File: src/rtl/core/wia_pkg.sv
// Package for the wide integer arithmetic unit.
// Operation, status and order codes and the word width.
// No dependencies.
package wia_pkg;

    localparam int WORD_BITS = 32;

    typedef enum logic [2:0] {
        OP_LOAD_A  = 3'd0,
        OP_LOAD_B  = 3'd1,
        OP_ADD     = 3'd2,
        OP_SUB     = 3'd3,
        OP_MUL     = 3'd4,
        OP_QUOT    = 3'd5,
        OP_REM     = 3'd6,
        OP_COMPARE = 3'd7
    } op_t;

    localparam logic [1:0] STATUS_OK     = 2'd0;
    localparam logic [1:0] STATUS_BORROW = 2'd1;
    localparam logic [1:0] STATUS_DIV0   = 2'd2;

    localparam logic [1:0] ORDER_LESS    = 2'd0;
    localparam logic [1:0] ORDER_EQUAL   = 2'd1;
    localparam logic [1:0] ORDER_GREATER = 2'd2;

endpackage

File: src/rtl/core/wide_integer_arith_unit.sv
// Wide unsigned integer arithmetic unit, top level.
// Shared (N+2)-bit adder/subtractor under a small sequencer; uses wia_pkg.
//
// Usage: the s_ channel takes one word per handshake. Loads (operation 0/1)
// write one 32-bit word of operand A or B at s_word_index; an index at or
// above WORDS is dropped. Loads return nothing.
// Run operations return WORDS words on the m_ channel, least significant
// first, m_last_word on the top one, with m_status and m_order repeated.
// Every run starts with an A-B step that sets order and the sub borrow.
// After the A-B step, sub and compare go to output, add via ST_ADD, and
// mul, quotient and remainder take N = 32*WORDS bits one bit per cycle
// through the shared adder. Then one word per cycle while m_ready is high.
// s_ready is low from a run's accept until its last word is taken; a
// stalled receiver holds the block with the current word steady.
// Reset (synchronous, active low) clears both operands and the sequencer.
module wide_integer_arith_unit
    import wia_pkg::*;
#(
    parameter int WORDS = 5
) (
    input  logic                 aclk,
    input  logic                 aresetn,
    input  logic                 s_valid,
    output logic                 s_ready,
    input  logic [2:0]           s_operation,
    input  logic [2:0]           s_word_index,
    input  logic [WORD_BITS-1:0] s_word_value,
    output logic                 m_valid,
    input  logic                 m_ready,
    output logic [2:0]           m_result_index,
    output logic [WORD_BITS-1:0] m_result_word,
    output logic                 m_last_word,
    output logic [1:0]           m_status,
    output logic [1:0]           m_order
);

    localparam int N    = WORD_BITS * WORDS;
    localparam int CNTW = $clog2(N);
    localparam int IW   = (WORDS > 1) ? $clog2(WORDS) : 1;
    localparam int OCW  = (IW < 3) ? 3 : IW;

    typedef enum logic [2:0] {
        ST_IDLE,
        ST_CMP,
        ST_ADD,
        ST_MUL,
        ST_DIV,
        ST_OUT
    } state_t;

    state_t            state_reg;
    op_t               op_reg;
    logic [N-1:0]      a_reg;
    logic [N-1:0]      b_reg;
    logic [N-1:0]      res_reg;
    logic [N-1:0]      shf_reg;
    logic [CNTW-1:0]   cnt_reg;
    logic [OCW-1:0]    ocnt_reg;
    logic [1:0]        status_reg;
    logic [1:0]        order_reg;

    // shared adder
    logic [N:0]        add_x;
    logic [N:0]        add_y;
    logic              add_sub;
    logic [N+1:0]      add_sum;
    logic              no_borrow;

    always_comb begin
        add_x   = {1'b0, a_reg};
        add_y   = {1'b0, b_reg};
        add_sub = 1'b1;
        unique case (state_reg)
            ST_ADD: begin
                add_sub = 1'b0;
            end
            ST_MUL: begin
                add_x   = {2'b00, res_reg[N-2:0]};
                add_x   = add_x << 1;
                add_y   = shf_reg[N-1] ? {1'b0, a_reg} : '0;
                add_sub = 1'b0;
            end
            ST_DIV: begin
                add_x = {res_reg, shf_reg[N-1]};
            end
            default: begin
            end
        endcase
    end

    assign add_sum   = {1'b0, add_x} + {1'b0, (add_sub ? ~add_y : add_y)}
                     + {{(N+1){1'b0}}, add_sub};
    assign no_borrow = add_sum[N+1];

    assign s_ready        = (state_reg == ST_IDLE);
    assign m_valid        = (state_reg == ST_OUT);
    assign m_result_index = ocnt_reg[2:0];
    assign m_result_word  = res_reg[WORD_BITS-1:0];
    assign m_last_word    = (ocnt_reg == OCW'(WORDS - 1));
    assign m_status       = status_reg;
    assign m_order        = order_reg;

    always_ff @(posedge aclk) begin
        if (!aresetn) begin
            state_reg <= ST_IDLE;
            a_reg     <= '0;
            b_reg     <= '0;
        end else begin
            unique case (state_reg)
                ST_IDLE: begin
                    if (s_valid) begin
                        op_reg <= op_t'(s_operation);
                        unique case (op_t'(s_operation))
                            OP_LOAD_A: begin
                                for (int k = 0; k < WORDS; k++) begin
                                    if (int'(s_word_index) == k) begin
                                        a_reg[k*WORD_BITS +: WORD_BITS] <= s_word_value;
                                    end
                                end
                            end
                            OP_LOAD_B: begin
                                for (int k = 0; k < WORDS; k++) begin
                                    if (int'(s_word_index) == k) begin
                                        b_reg[k*WORD_BITS +: WORD_BITS] <= s_word_value;
                                    end
                                end
                            end
                            default: begin
                                state_reg <= ST_CMP;
                            end
                        endcase
                    end
                end
                ST_CMP: begin
                    res_reg    <= add_sum[N-1:0];
                    ocnt_reg   <= '0;
                    cnt_reg    <= CNTW'(N - 1);
                    status_reg <= STATUS_OK;
                    if (!no_borrow) begin
                        order_reg <= ORDER_LESS;
                    end else if (add_sum[N-1:0] == '0) begin
                        order_reg <= ORDER_EQUAL;
                    end else begin
                        order_reg <= ORDER_GREATER;
                    end
                    unique case (op_reg) inside
                        OP_ADD: begin
                            state_reg <= ST_ADD;
                        end
                        OP_SUB: begin
                            if (!no_borrow) begin
                                status_reg <= STATUS_BORROW;
                            end
                            state_reg <= ST_OUT;
                        end
                        OP_MUL: begin
                            res_reg   <= '0;
                            shf_reg   <= b_reg;
                            state_reg <= ST_MUL;
                        end
                        OP_QUOT, OP_REM: begin
                            res_reg <= '0;
                            shf_reg <= a_reg;
                            if (b_reg == '0) begin
                                status_reg <= STATUS_DIV0;
                            end
                            state_reg <= ST_DIV;
                        end
                        default: begin
                            res_reg   <= '0;
                            state_reg <= ST_OUT;
                        end
                    endcase
                end
                ST_ADD: begin
                    res_reg   <= add_sum[N-1:0];
                    state_reg <= ST_OUT;
                end
                ST_MUL: begin
                    res_reg <= add_sum[N-1:0];
                    shf_reg <= shf_reg << 1;
                    cnt_reg <= cnt_reg - 1'b1;
                    if (cnt_reg == '0) begin
                        state_reg <= ST_OUT;
                    end
                end
                ST_DIV: begin
                    // keep trial difference when the shifted-out top bit is set
                    // or no borrow occurred
                    if (res_reg[N-1] || no_borrow) begin
                        res_reg <= add_sum[N-1:0];
                    end else begin
                        res_reg <= add_x[N-1:0];
                    end
                    shf_reg <= {shf_reg[N-2:0], (res_reg[N-1] | no_borrow)};
                    cnt_reg <= cnt_reg - 1'b1;
                    if (cnt_reg == '0) begin
                        state_reg <= ST_OUT;
                        if (op_reg == OP_QUOT) begin
                            res_reg <= {shf_reg[N-2:0], (res_reg[N-1] | no_borrow)};
                        end
                    end
                end
                ST_OUT: begin
                    if (m_ready) begin
                        res_reg  <= res_reg >> WORD_BITS;
                        ocnt_reg <= ocnt_reg + 1'b1;
                        if (ocnt_reg == OCW'(WORDS - 1)) begin
                            state_reg <= ST_IDLE;
                        end
                    end
                end
                default: begin
                    state_reg <= ST_IDLE;
                end
            endcase
        end
    end

endmodule
File: config.mk
export PLATFORM = sky130hd
export DESIGN_NAME = wide_integer_arith_unit
export DESIGN_NICKNAME = d
export VERILOG_FILES = /design/src/rtl/core/wia_pkg.sv /design/src/rtl/core/wide_integer_arith_unit.sv
export SDC_FILE = /design/constraint.sdc
export NUM_CORES = 2
export LEC_CHECK = 0
export ABC_AREA = 0
export BUFFER_PORTS_ARGS = -buffer_cell sky130_fd_sc_hd__buf_2
export CAP_MARGIN = 5
export CELL_PAD_IN_SITES_DETAIL_PLACEMENT = 0
export CELL_PAD_IN_SITES_GLOBAL_PLACEMENT = 1
export CORE_MARGIN = 1.5
export CORE_UTILIZATION = 35
export CTS_CLUSTER_DIAMETER = 60
export DETAILED_ROUTE_END_ITERATION = 10
export HOLD_SLACK_MARGIN = 0.15
export PLACE_DENSITY_LB_ADDON = 0.05
export SLEW_MARGIN = 20
export SYNTH_ARGS = -nofsm -noshare
export SYNTH_HDL_FRONTEND = slang
export SYNTH_SLANG_ARGS = --single-unit
File: constraint.sdc
create_clock -name aclk -period 17.7 [get_ports aclk]
set_input_delay 0.885 -clock aclk [delete_from_list [all_inputs] [get_ports aclk]]
set_output_delay 0.885 -clock aclk [all_outputs]
set_load 0.005 [all_outputs]
## Yosys cells after proc, flatten, opt, wreduce, memory -nomap -nowiden

Cells that the tools add are included.

| storage, ports and cells | value |
|---|---|
| bits of input ports | 42 |
| word-level logic and storage cells | 106 |
| output and inout port bits | 42 |
| register bits | 661 |

| operators by class | value |
|---|---|
| reduce and logical (&&, ||, !) cells | 33 |
| multiplexer cells | 27 |
| $add $sub $neg | 4 |
| equality and inequality tests | 22 |
| bitwise gates (word level) | 2 |

Operators with widths:

| operator | number |
|---|---|
| $mux W160 | 7 |
| $pmux W160 S4 | 1 |
| $pmux W160 S3 | 1 |
| $pmux W161 S2 | 1 |
| $logic_not A160 Y1 | 2 |
| $pmux W160 S2 | 1 |
| $add A161 B161 Y162 | 1 |
| $add A162 B1 Y162 | 1 |
| $mux W161 | 1 |
| $not A161 Y161 | 1 |
| $reduce_and A4 Y1 | 10 |
| $eq A3 B3 Y1 const B | 9 |
| $mux W3 | 6 |
| $pmux W8 S2 | 1 |
| $eq A3 B2 Y1 const B | 5 |
| $pmux W3 S5 | 1 |
| $reduce_and A3 Y1 | 4 |
| $reduce_or A2 Y1 | 5 |
| $logic_not A3 Y1 | 3 |
| $pmux W3 S3 | 1 |
| $logic_not A8 Y1 | 1 |
| $sub A8 B1 Y8 const B | 1 |
| $eq A3 B1 Y1 const B | 2 |
| $ne A2 B1 Y1 const B | 3 |
| other kinds (14) | 19 |

## Logic depth before layout (Yosys ltp)

| depth | value |
|---|---|
| depth in word-level cells | 11 |
| mapped depth | 28 |
| gate-level depth less buffers | 21 |

## Least setup slack after synthesis

Ideal clock, no wire load.

| timing path | value |
|---|---|
| path type | input port to flip-flop |
| start point | input m_ready |
| end point | register res_reg[0], enable pin |
| setup slack | 3979 ps |
| data arrival time | 12806 ps |
| cell stages on the path | 3 |
| cell sequence | inv_1 > a21o_1 > a211oi_1 |

| between the ends | value |
|---|---|
| cells in the longest elaborated chain, start to end | 2 |

Ends and longest elaborated chain:

| element | RTL line | text |
|---|---|---|
| from (decl) | wide_integer_arith_unit.sv:29 | `input logic m_ready,` |
| $ne A2 B1 Y1 (no source line) | -- |  |
| $reduce_and A3 Y1 (no source line) | -- |  |
| to (signal assigned) | wide_integer_arith_unit.sv:135 | `res_reg <= add_sum[N-1:0];` |
| to (signal assigned) | wide_integer_arith_unit.sv:176 | `res_reg <= add_sum[N-1:0];` |
| to (signal assigned) | wide_integer_arith_unit.sv:180 | `res_reg <= add_sum[N-1:0];` |
| to (decl) | wide_integer_arith_unit.sv:55 | `logic [N-1:0] res_reg;` |

No other way between the ends.
A chain may end at the register's enable or synchronous reset.

## Worst setup path after layout

| timing path | value |
|---|---|
| start point | register state_reg[2] |
| end point | register order_reg[1], in the netlist m_order[1] (data pin) |

| between the ends | value |
|---|---|
| cells in the longest elaborated chain, start to end | 8 |

Ends and longest elaborated chain:

| element | RTL line | text |
|---|---|---|
| from (decl) | wide_integer_arith_unit.sv:51 | `state_t state_reg;` |
| from (signal assigned) | wide_integer_arith_unit.sv:105 | `state_reg <= ST_IDLE;` |
| from (signal assigned) | wide_integer_arith_unit.sv:129 | `state_reg <= ST_CMP;` |
| from (signal assigned) | wide_integer_arith_unit.sv:148 | `state_reg <= ST_ADD;` |
| $eq A3 B2 Y1 | wide_integer_arith_unit.sv:73 | `unique case (state_reg)` |
| $mux W160 | wide_integer_arith_unit.sv:73 |  |
| $not A161 Y161 | wide_integer_arith_unit.sv:91 | `assign add_sum = {1'b0, add_x} + {1'b0, (add_sub ? ~add_y : add_y)}` |
| $mux W161 | wide_integer_arith_unit.sv:91 |  |
| $add A161 B161 Y162 | wide_integer_arith_unit.sv:91 |  |
| $add A162 B1 Y162 * | wide_integer_arith_unit.sv:92 | `+ {{(N+1){1'b0}}, add_sub};` |
| $logic_not A160 Y1 | wide_integer_arith_unit.sv:141 | `end else if (add_sum[N-1:0] == '0) begin` |
| $mux W2 | wide_integer_arith_unit.sv:141 |  |
| to (signal assigned) | wide_integer_arith_unit.sv:140 | `order_reg <= ORDER_LESS;` |
| to (signal assigned) | wide_integer_arith_unit.sv:142 | `order_reg <= ORDER_EQUAL;` |
| to (signal assigned) | wide_integer_arith_unit.sv:144 | `order_reg <= ORDER_GREATER;` |
| to (decl) | wide_integer_arith_unit.sv:60 | `logic [1:0] order_reg;` |

Every way passes the cells marked *; elsewhere a longest branch is shown, timed or not.

==> results.md <==
- The largest net degree at the start of global routing is 184.
- The number of nets with antenna violations after routing is 0.
- The post-route netlist has 6.54% of its cells at a drive strength greater than 1.
- After synthesis, the netlist uses 100 different library cells.
- Max-cap violations in this run came to 0.
- Data on the critical path is required at its endpoint by 18130 ps.
- Setup violations remaining at the end of the flow were counted as 0.
- The post-synthesis cell type with the largest combined area is sky130_fd_sc_hd__edfxtp_1.
- After synthesis, the largest family of logic cells by area is simple AND/OR/NAND/NOR gates.
- The top-area cell type share of the netlist area is 20.1%.
- The violation count after the first detailed-routing iteration is 9739.
- Post-CTS timing repair inserted 0 buffers for setup.
- The flow ran to the end, and the final reports show no timing, DRC or antenna violations.
- The share of cell area taken by muxes after synthesis is 3.88%.
- For this block, the via count after detailed routing is 57157.
- Along the worst path, the maximum fanout reaches 74.
- The family of cells with the greatest summed delay on the critical path is simple AND/OR/NAND/NOR gates.
- The number of storage elements in the synthesis netlist is 661.
- The first-pass GRT wire length is 424 mm.
- The signal on the critical path passes through nand2b_4, inv_6, a21oi_4, buf_4, buf_4, buf_4, nand2_1, nand2_1, ha_1, nand4_1, nor4_1, nand4_1, a211oi_1, a211oi_1, buf_4, nand3_1, a41o_1, a22oi_1, xor2_1, nand4bb_1, nor4_1, and4_2, a31oi_1.
- Summing the areas of all compound-gate instances in the mapped netlist gives 25.6% of the synthesized area.
- For this design, the sink count on the clock tree is 661.
- The cts-stage hold buffer count is 0.
- The post-synthesis sequential area ratio is 32.9%.
- The path category of the worst min-delay check is input pin to flip-flop.
- The remaining global-route overflow is 0.
- The slowest stage of the critical path is the sky130_fd_sc_hd__nor4_1 cell.
- In the routed design, unresolved DRC markers number 0.
- The number of hold violations in the final report was 0.
- The maximum clock rate is 93.9 MHz.
- The worst path arrival time is 11090 ps.
- STA classifies the critical path startpoint as a flip-flop.
- Of the available clock period, the critical path in the final layout requires 60.2%.
- Once the floorplan was initialized, standard cells occupied 35.2% of the core.
- After Yosys synthesis, full adders, half adders and majority gates account for 4.10% of the synthesized area.
- Among all flip-flop cells after synthesis, the most frequent one is sky130_fd_sc_hd__edfxtp_1.
- Measured against its own limit, the worst slew margin works out to 9.16%.
- In this run the count of I/O pins placed on the die edge is 84.
- The mean instance size in the synthesized netlist is 7.16 µm².
- The core box area is 0.143 mm².
- In this run the deepest clock path goes through 3 buffers.
- Dividing the detail-routed via count by the number of cells gives 6.54.
- The slew at the pin closest to its max-slew limit is 1350 ps.
- The post-synthesis cell area is 0.0505 mm².
- The cell that appears most often on the critical path is sky130_fd_sc_hd__buf_4.
- The shortest period the worst path allows is 10650 ps.
- The number of placement rows is 139.
- By area the synthesized netlist is led by sky130_fd_sc_hd__edfxtp_1 20%, sky130_fd_sc_hd__nand2_1 13%, sky130_fd_sc_hd__dfxtp_1 13%, sky130_fd_sc_hd__a21oi_1 11%, sky130_fd_sc_hd__o21ai_0 4.8%.
- The cell count after synthesis is 7055.
- Setup repair after global routing left no endpoint under its margin.
- The overall die area is 0.147 mm².
- The number of nets in the finished design is 6967.
- The clock-pin slew reported for the worst setup and hold paths after clock tree synthesis is 60 ps.
- The total wirelength of the detailed-routed design is 316 mm.
- The HPWL after detailed placement is 244 mm.
- The number of buffers and inverters on the critical path is 5.
- In this run the horizontal extent of the chip is 383 µm.
- The fraction of registers with async set/reset is 0%.
- The number of global-route vias before repair is 50258.
- The number of antenna violations at the first check in global routing is 19.
- For the worst-skew pair, the clock arrives at the later sink with an insertion delay of 720 ps.
- The xor/xnor share of the synthesized area is 2.57%.
- The nature of the critical path endpoint is a flip-flop.
- In this run, synthesis inferred 338 flip-flops with an integrated enable.
- The count of buffers from port buffering is 83.
- For this run, the number of Yosys warnings is 0.
- The number of gates given a new drive strength after cts is 0.
- The post-synthesis simple-gate area fraction is 25.8%.
- TritonCTS built the clock tree.
- The final clock skew is 32.9 ps.
- The number of nets handed over by synthesis was 7262.
- In the final routed layout, each cell accounts on average for 36.1 µm.
- In this run the vertical extent of the chip is 383 µm.
- The TritonCTS buffer count is 93.
- The root buffer cell chosen for the clock tree is sky130_fd_sc_hd__clkbuf_16.
- The largest single stage delay on the critical path is 910 ps.
- The layout-stage area growth over the synthesis result is 9.10%.
- After routing, the total negative slack on setup checks comes to 0 ps.
- The placer's final routability congestion estimate is 1.03.
- The count of H-tree levels built during CTS is 3.
- The number of iterations in the first detailed-routing pass is 7.
- The filler cell count in the final layout is 15375.
- The final max-slew violation count is 0.
- The global-route usage over all layers is 41.4%.
- The category of the critical setup timing path is flip-flop to flip-flop.
-- path summary, 6_finish.rpt --
path / start / end / slack [ps] / depth (start not counted)
worst max-delay path: state_reg[2]$_SDFFE_PN0P_ / m_order[1]$_SDFFCE_PN0P_ / 7050 / 23
worst min-delay path: s_operation[0] / op_reg[0]$_DFFE_PP_ / 390 / 1
worst max register to register: state_reg[2]$_SDFFE_PN0P_ / m_order[1]$_SDFFCE_PN0P_ / 7050 / 23
worst min register to register: a_reg[151]$_SDFFE_PN0P_ / a_reg[151]$_SDFFE_PN0P_ / 510 / 2
-- kinds of logic after synthesis --
| family | Yosys count |
|---|---|
| compound gates | 2196 |
| flops | 661 |
| fa+ha+maj | 165 |
| xor+xnor | 148 |
| buf+inv | 630 |
| mux | 196 |
| simple gates | 3059 |
-- metal layers --
metal,routed length (µm),part of all wire [%],up-vias,GRT usage [%]
li1,-,-,24800,-
met1,137000,43,28243,59.6
met2,121000,38,3707,54.7
met3,48200,15,395,18.0
met4,10100,3.2,12,11.8
met5,90,0.029,-,0
-- cell type report --
cell class	instances	area, µm²	area share [%]
diodes	1	2.50	0.00454
clock buffers	135	2760	5.01
clock inverters	39	372	0.674
inverters	45	184	0.334
multi-input cells	5764	31500	57.1
flip-flops and latches	661	16600	30.1
well taps	1903	2380	4.32
repair buffers	195	1310	2.37
-- cell usage in the layout (no fill, tap or decap), types with 20 or more instances in the layout --
master and n:
sky130_fd_sc_hd__xor2_1 65, sky130_fd_sc_hd__buf_2 83, sky130_fd_sc_hd__a21oi_1 1090, sky130_fd_sc_hd__o21bai_1 29, sky130_fd_sc_hd__clkbuf_16 98, sky130_fd_sc_hd__ha_1 164, sky130_fd_sc_hd__xnor2_1 79, sky130_fd_sc_hd__nand4_1 146
sky130_fd_sc_hd__nor2_1 569, sky130_fd_sc_hd__a21o_1 62, sky130_fd_sc_hd__edfxtp_1 338, sky130_fd_sc_hd__nor4_1 77, sky130_fd_sc_hd__inv_1 42, sky130_fd_sc_hd__o211ai_1 24, sky130_fd_sc_hd__mux2i_1 196, sky130_fd_sc_hd__clkbuf_1 20
sky130_fd_sc_hd__o21ai_0 454, sky130_fd_sc_hd__o21ai_1 40, sky130_fd_sc_hd__nand2_1 1763, sky130_fd_sc_hd__o21a_1 20, sky130_fd_sc_hd__nand3_1 239, sky130_fd_sc_hd__nor3_1 84, sky130_fd_sc_hd__buf_4 108, sky130_fd_sc_hd__or2_2 20
sky130_fd_sc_hd__a211oi_1 27, sky130_fd_sc_hd__dfxtp_1 322, sky130_fd_sc_hd__o221ai_1 91, sky130_fd_sc_hd__a31oi_1 27, sky130_fd_sc_hd__o31ai_1 32, sky130_fd_sc_hd__and4_1 21, sky130_fd_sc_hd__a222oi_1 29, sky130_fd_sc_hd__a22oi_1 96
-- metrics by stage --
stage | setup slack (ps) | util (%) | hold slack [ps] | instance area [µm²] | instances
finish | 7050 | 38.4 | 391 | 55100 | 8743
CTS | 7180 | 38.4 | 346 | 55100 | 8742
floorplan | 3980 | - | 462 | 50500 | 7055
global route | 6680 | 38.4 | 396 | 55100 | 8742
global placement | 6600 | 36.2 | 491 | 51900 | 8568
detailed placement | 7210 | 36.2 | 497 | 52000 | 8568
-- cell usage after synthesis (19+ instances only) --
cell type / count
sky130_fd_sc_hd__a211oi_1: 30
sky130_fd_sc_hd__a21o_1: 62
sky130_fd_sc_hd__a21oi_1: 1092
sky130_fd_sc_hd__a221oi_1: 19
sky130_fd_sc_hd__a222oi_1: 29
sky130_fd_sc_hd__a22oi_1: 96
sky130_fd_sc_hd__a31oi_1: 28
sky130_fd_sc_hd__and4_1: 21
sky130_fd_sc_hd__buf_1: 29
sky130_fd_sc_hd__buf_2: 21
sky130_fd_sc_hd__buf_4: 32
sky130_fd_sc_hd__clkbuf_1: 488
sky130_fd_sc_hd__dfxtp_1: 323
sky130_fd_sc_hd__edfxtp_1: 338
sky130_fd_sc_hd__ha_1: 164
sky130_fd_sc_hd__inv_1: 44
sky130_fd_sc_hd__mux2i_1: 196
sky130_fd_sc_hd__nand2_1: 1767
sky130_fd_sc_hd__nand3_1: 239
sky130_fd_sc_hd__nand4_1: 146
sky130_fd_sc_hd__nor2_1: 576
sky130_fd_sc_hd__nor3_1: 86
sky130_fd_sc_hd__nor4_1: 81
sky130_fd_sc_hd__o211ai_1: 24
sky130_fd_sc_hd__o21a_1: 21
sky130_fd_sc_hd__o21ai_0: 481
sky130_fd_sc_hd__o21bai_1: 29
sky130_fd_sc_hd__o221ai_1: 91
sky130_fd_sc_hd__o31ai_1: 32
sky130_fd_sc_hd__or2_2: 20
sky130_fd_sc_hd__xnor2_1: 81
sky130_fd_sc_hd__xor2_1: 67
-- worst register-to-register path, stage by stage, from the launching register on --
cell                        delay (ps)
sky130_fd_sc_hd__dfxtp_1           710
sky130_fd_sc_hd__nand2b_4          900
sky130_fd_sc_hd__inv_6             470
sky130_fd_sc_hd__a21oi_4           280
sky130_fd_sc_hd__buf_4             640
sky130_fd_sc_hd__buf_4             700
sky130_fd_sc_hd__buf_4             680
sky130_fd_sc_hd__nand2_1           200
sky130_fd_sc_hd__nand2_1           240
sky130_fd_sc_hd__ha_1              430
sky130_fd_sc_hd__nand4_1           270
sky130_fd_sc_hd__nor4_1            910
sky130_fd_sc_hd__nand4_1           390
sky130_fd_sc_hd__a211oi_1          300
sky130_fd_sc_hd__a211oi_1          100
sky130_fd_sc_hd__buf_4             240
sky130_fd_sc_hd__nand3_1           170
sky130_fd_sc_hd__a41o_1            740
sky130_fd_sc_hd__a22oi_1           180
sky130_fd_sc_hd__xor2_1            870
sky130_fd_sc_hd__nand4bb_1         180
sky130_fd_sc_hd__nor4_1            310
sky130_fd_sc_hd__and4_2            370
sky130_fd_sc_hd__a31oi_1           110
Power is left out: the tool's default activity adds up to more than one toggle a clock period on the data nets, which glitch-free logic cannot reach.
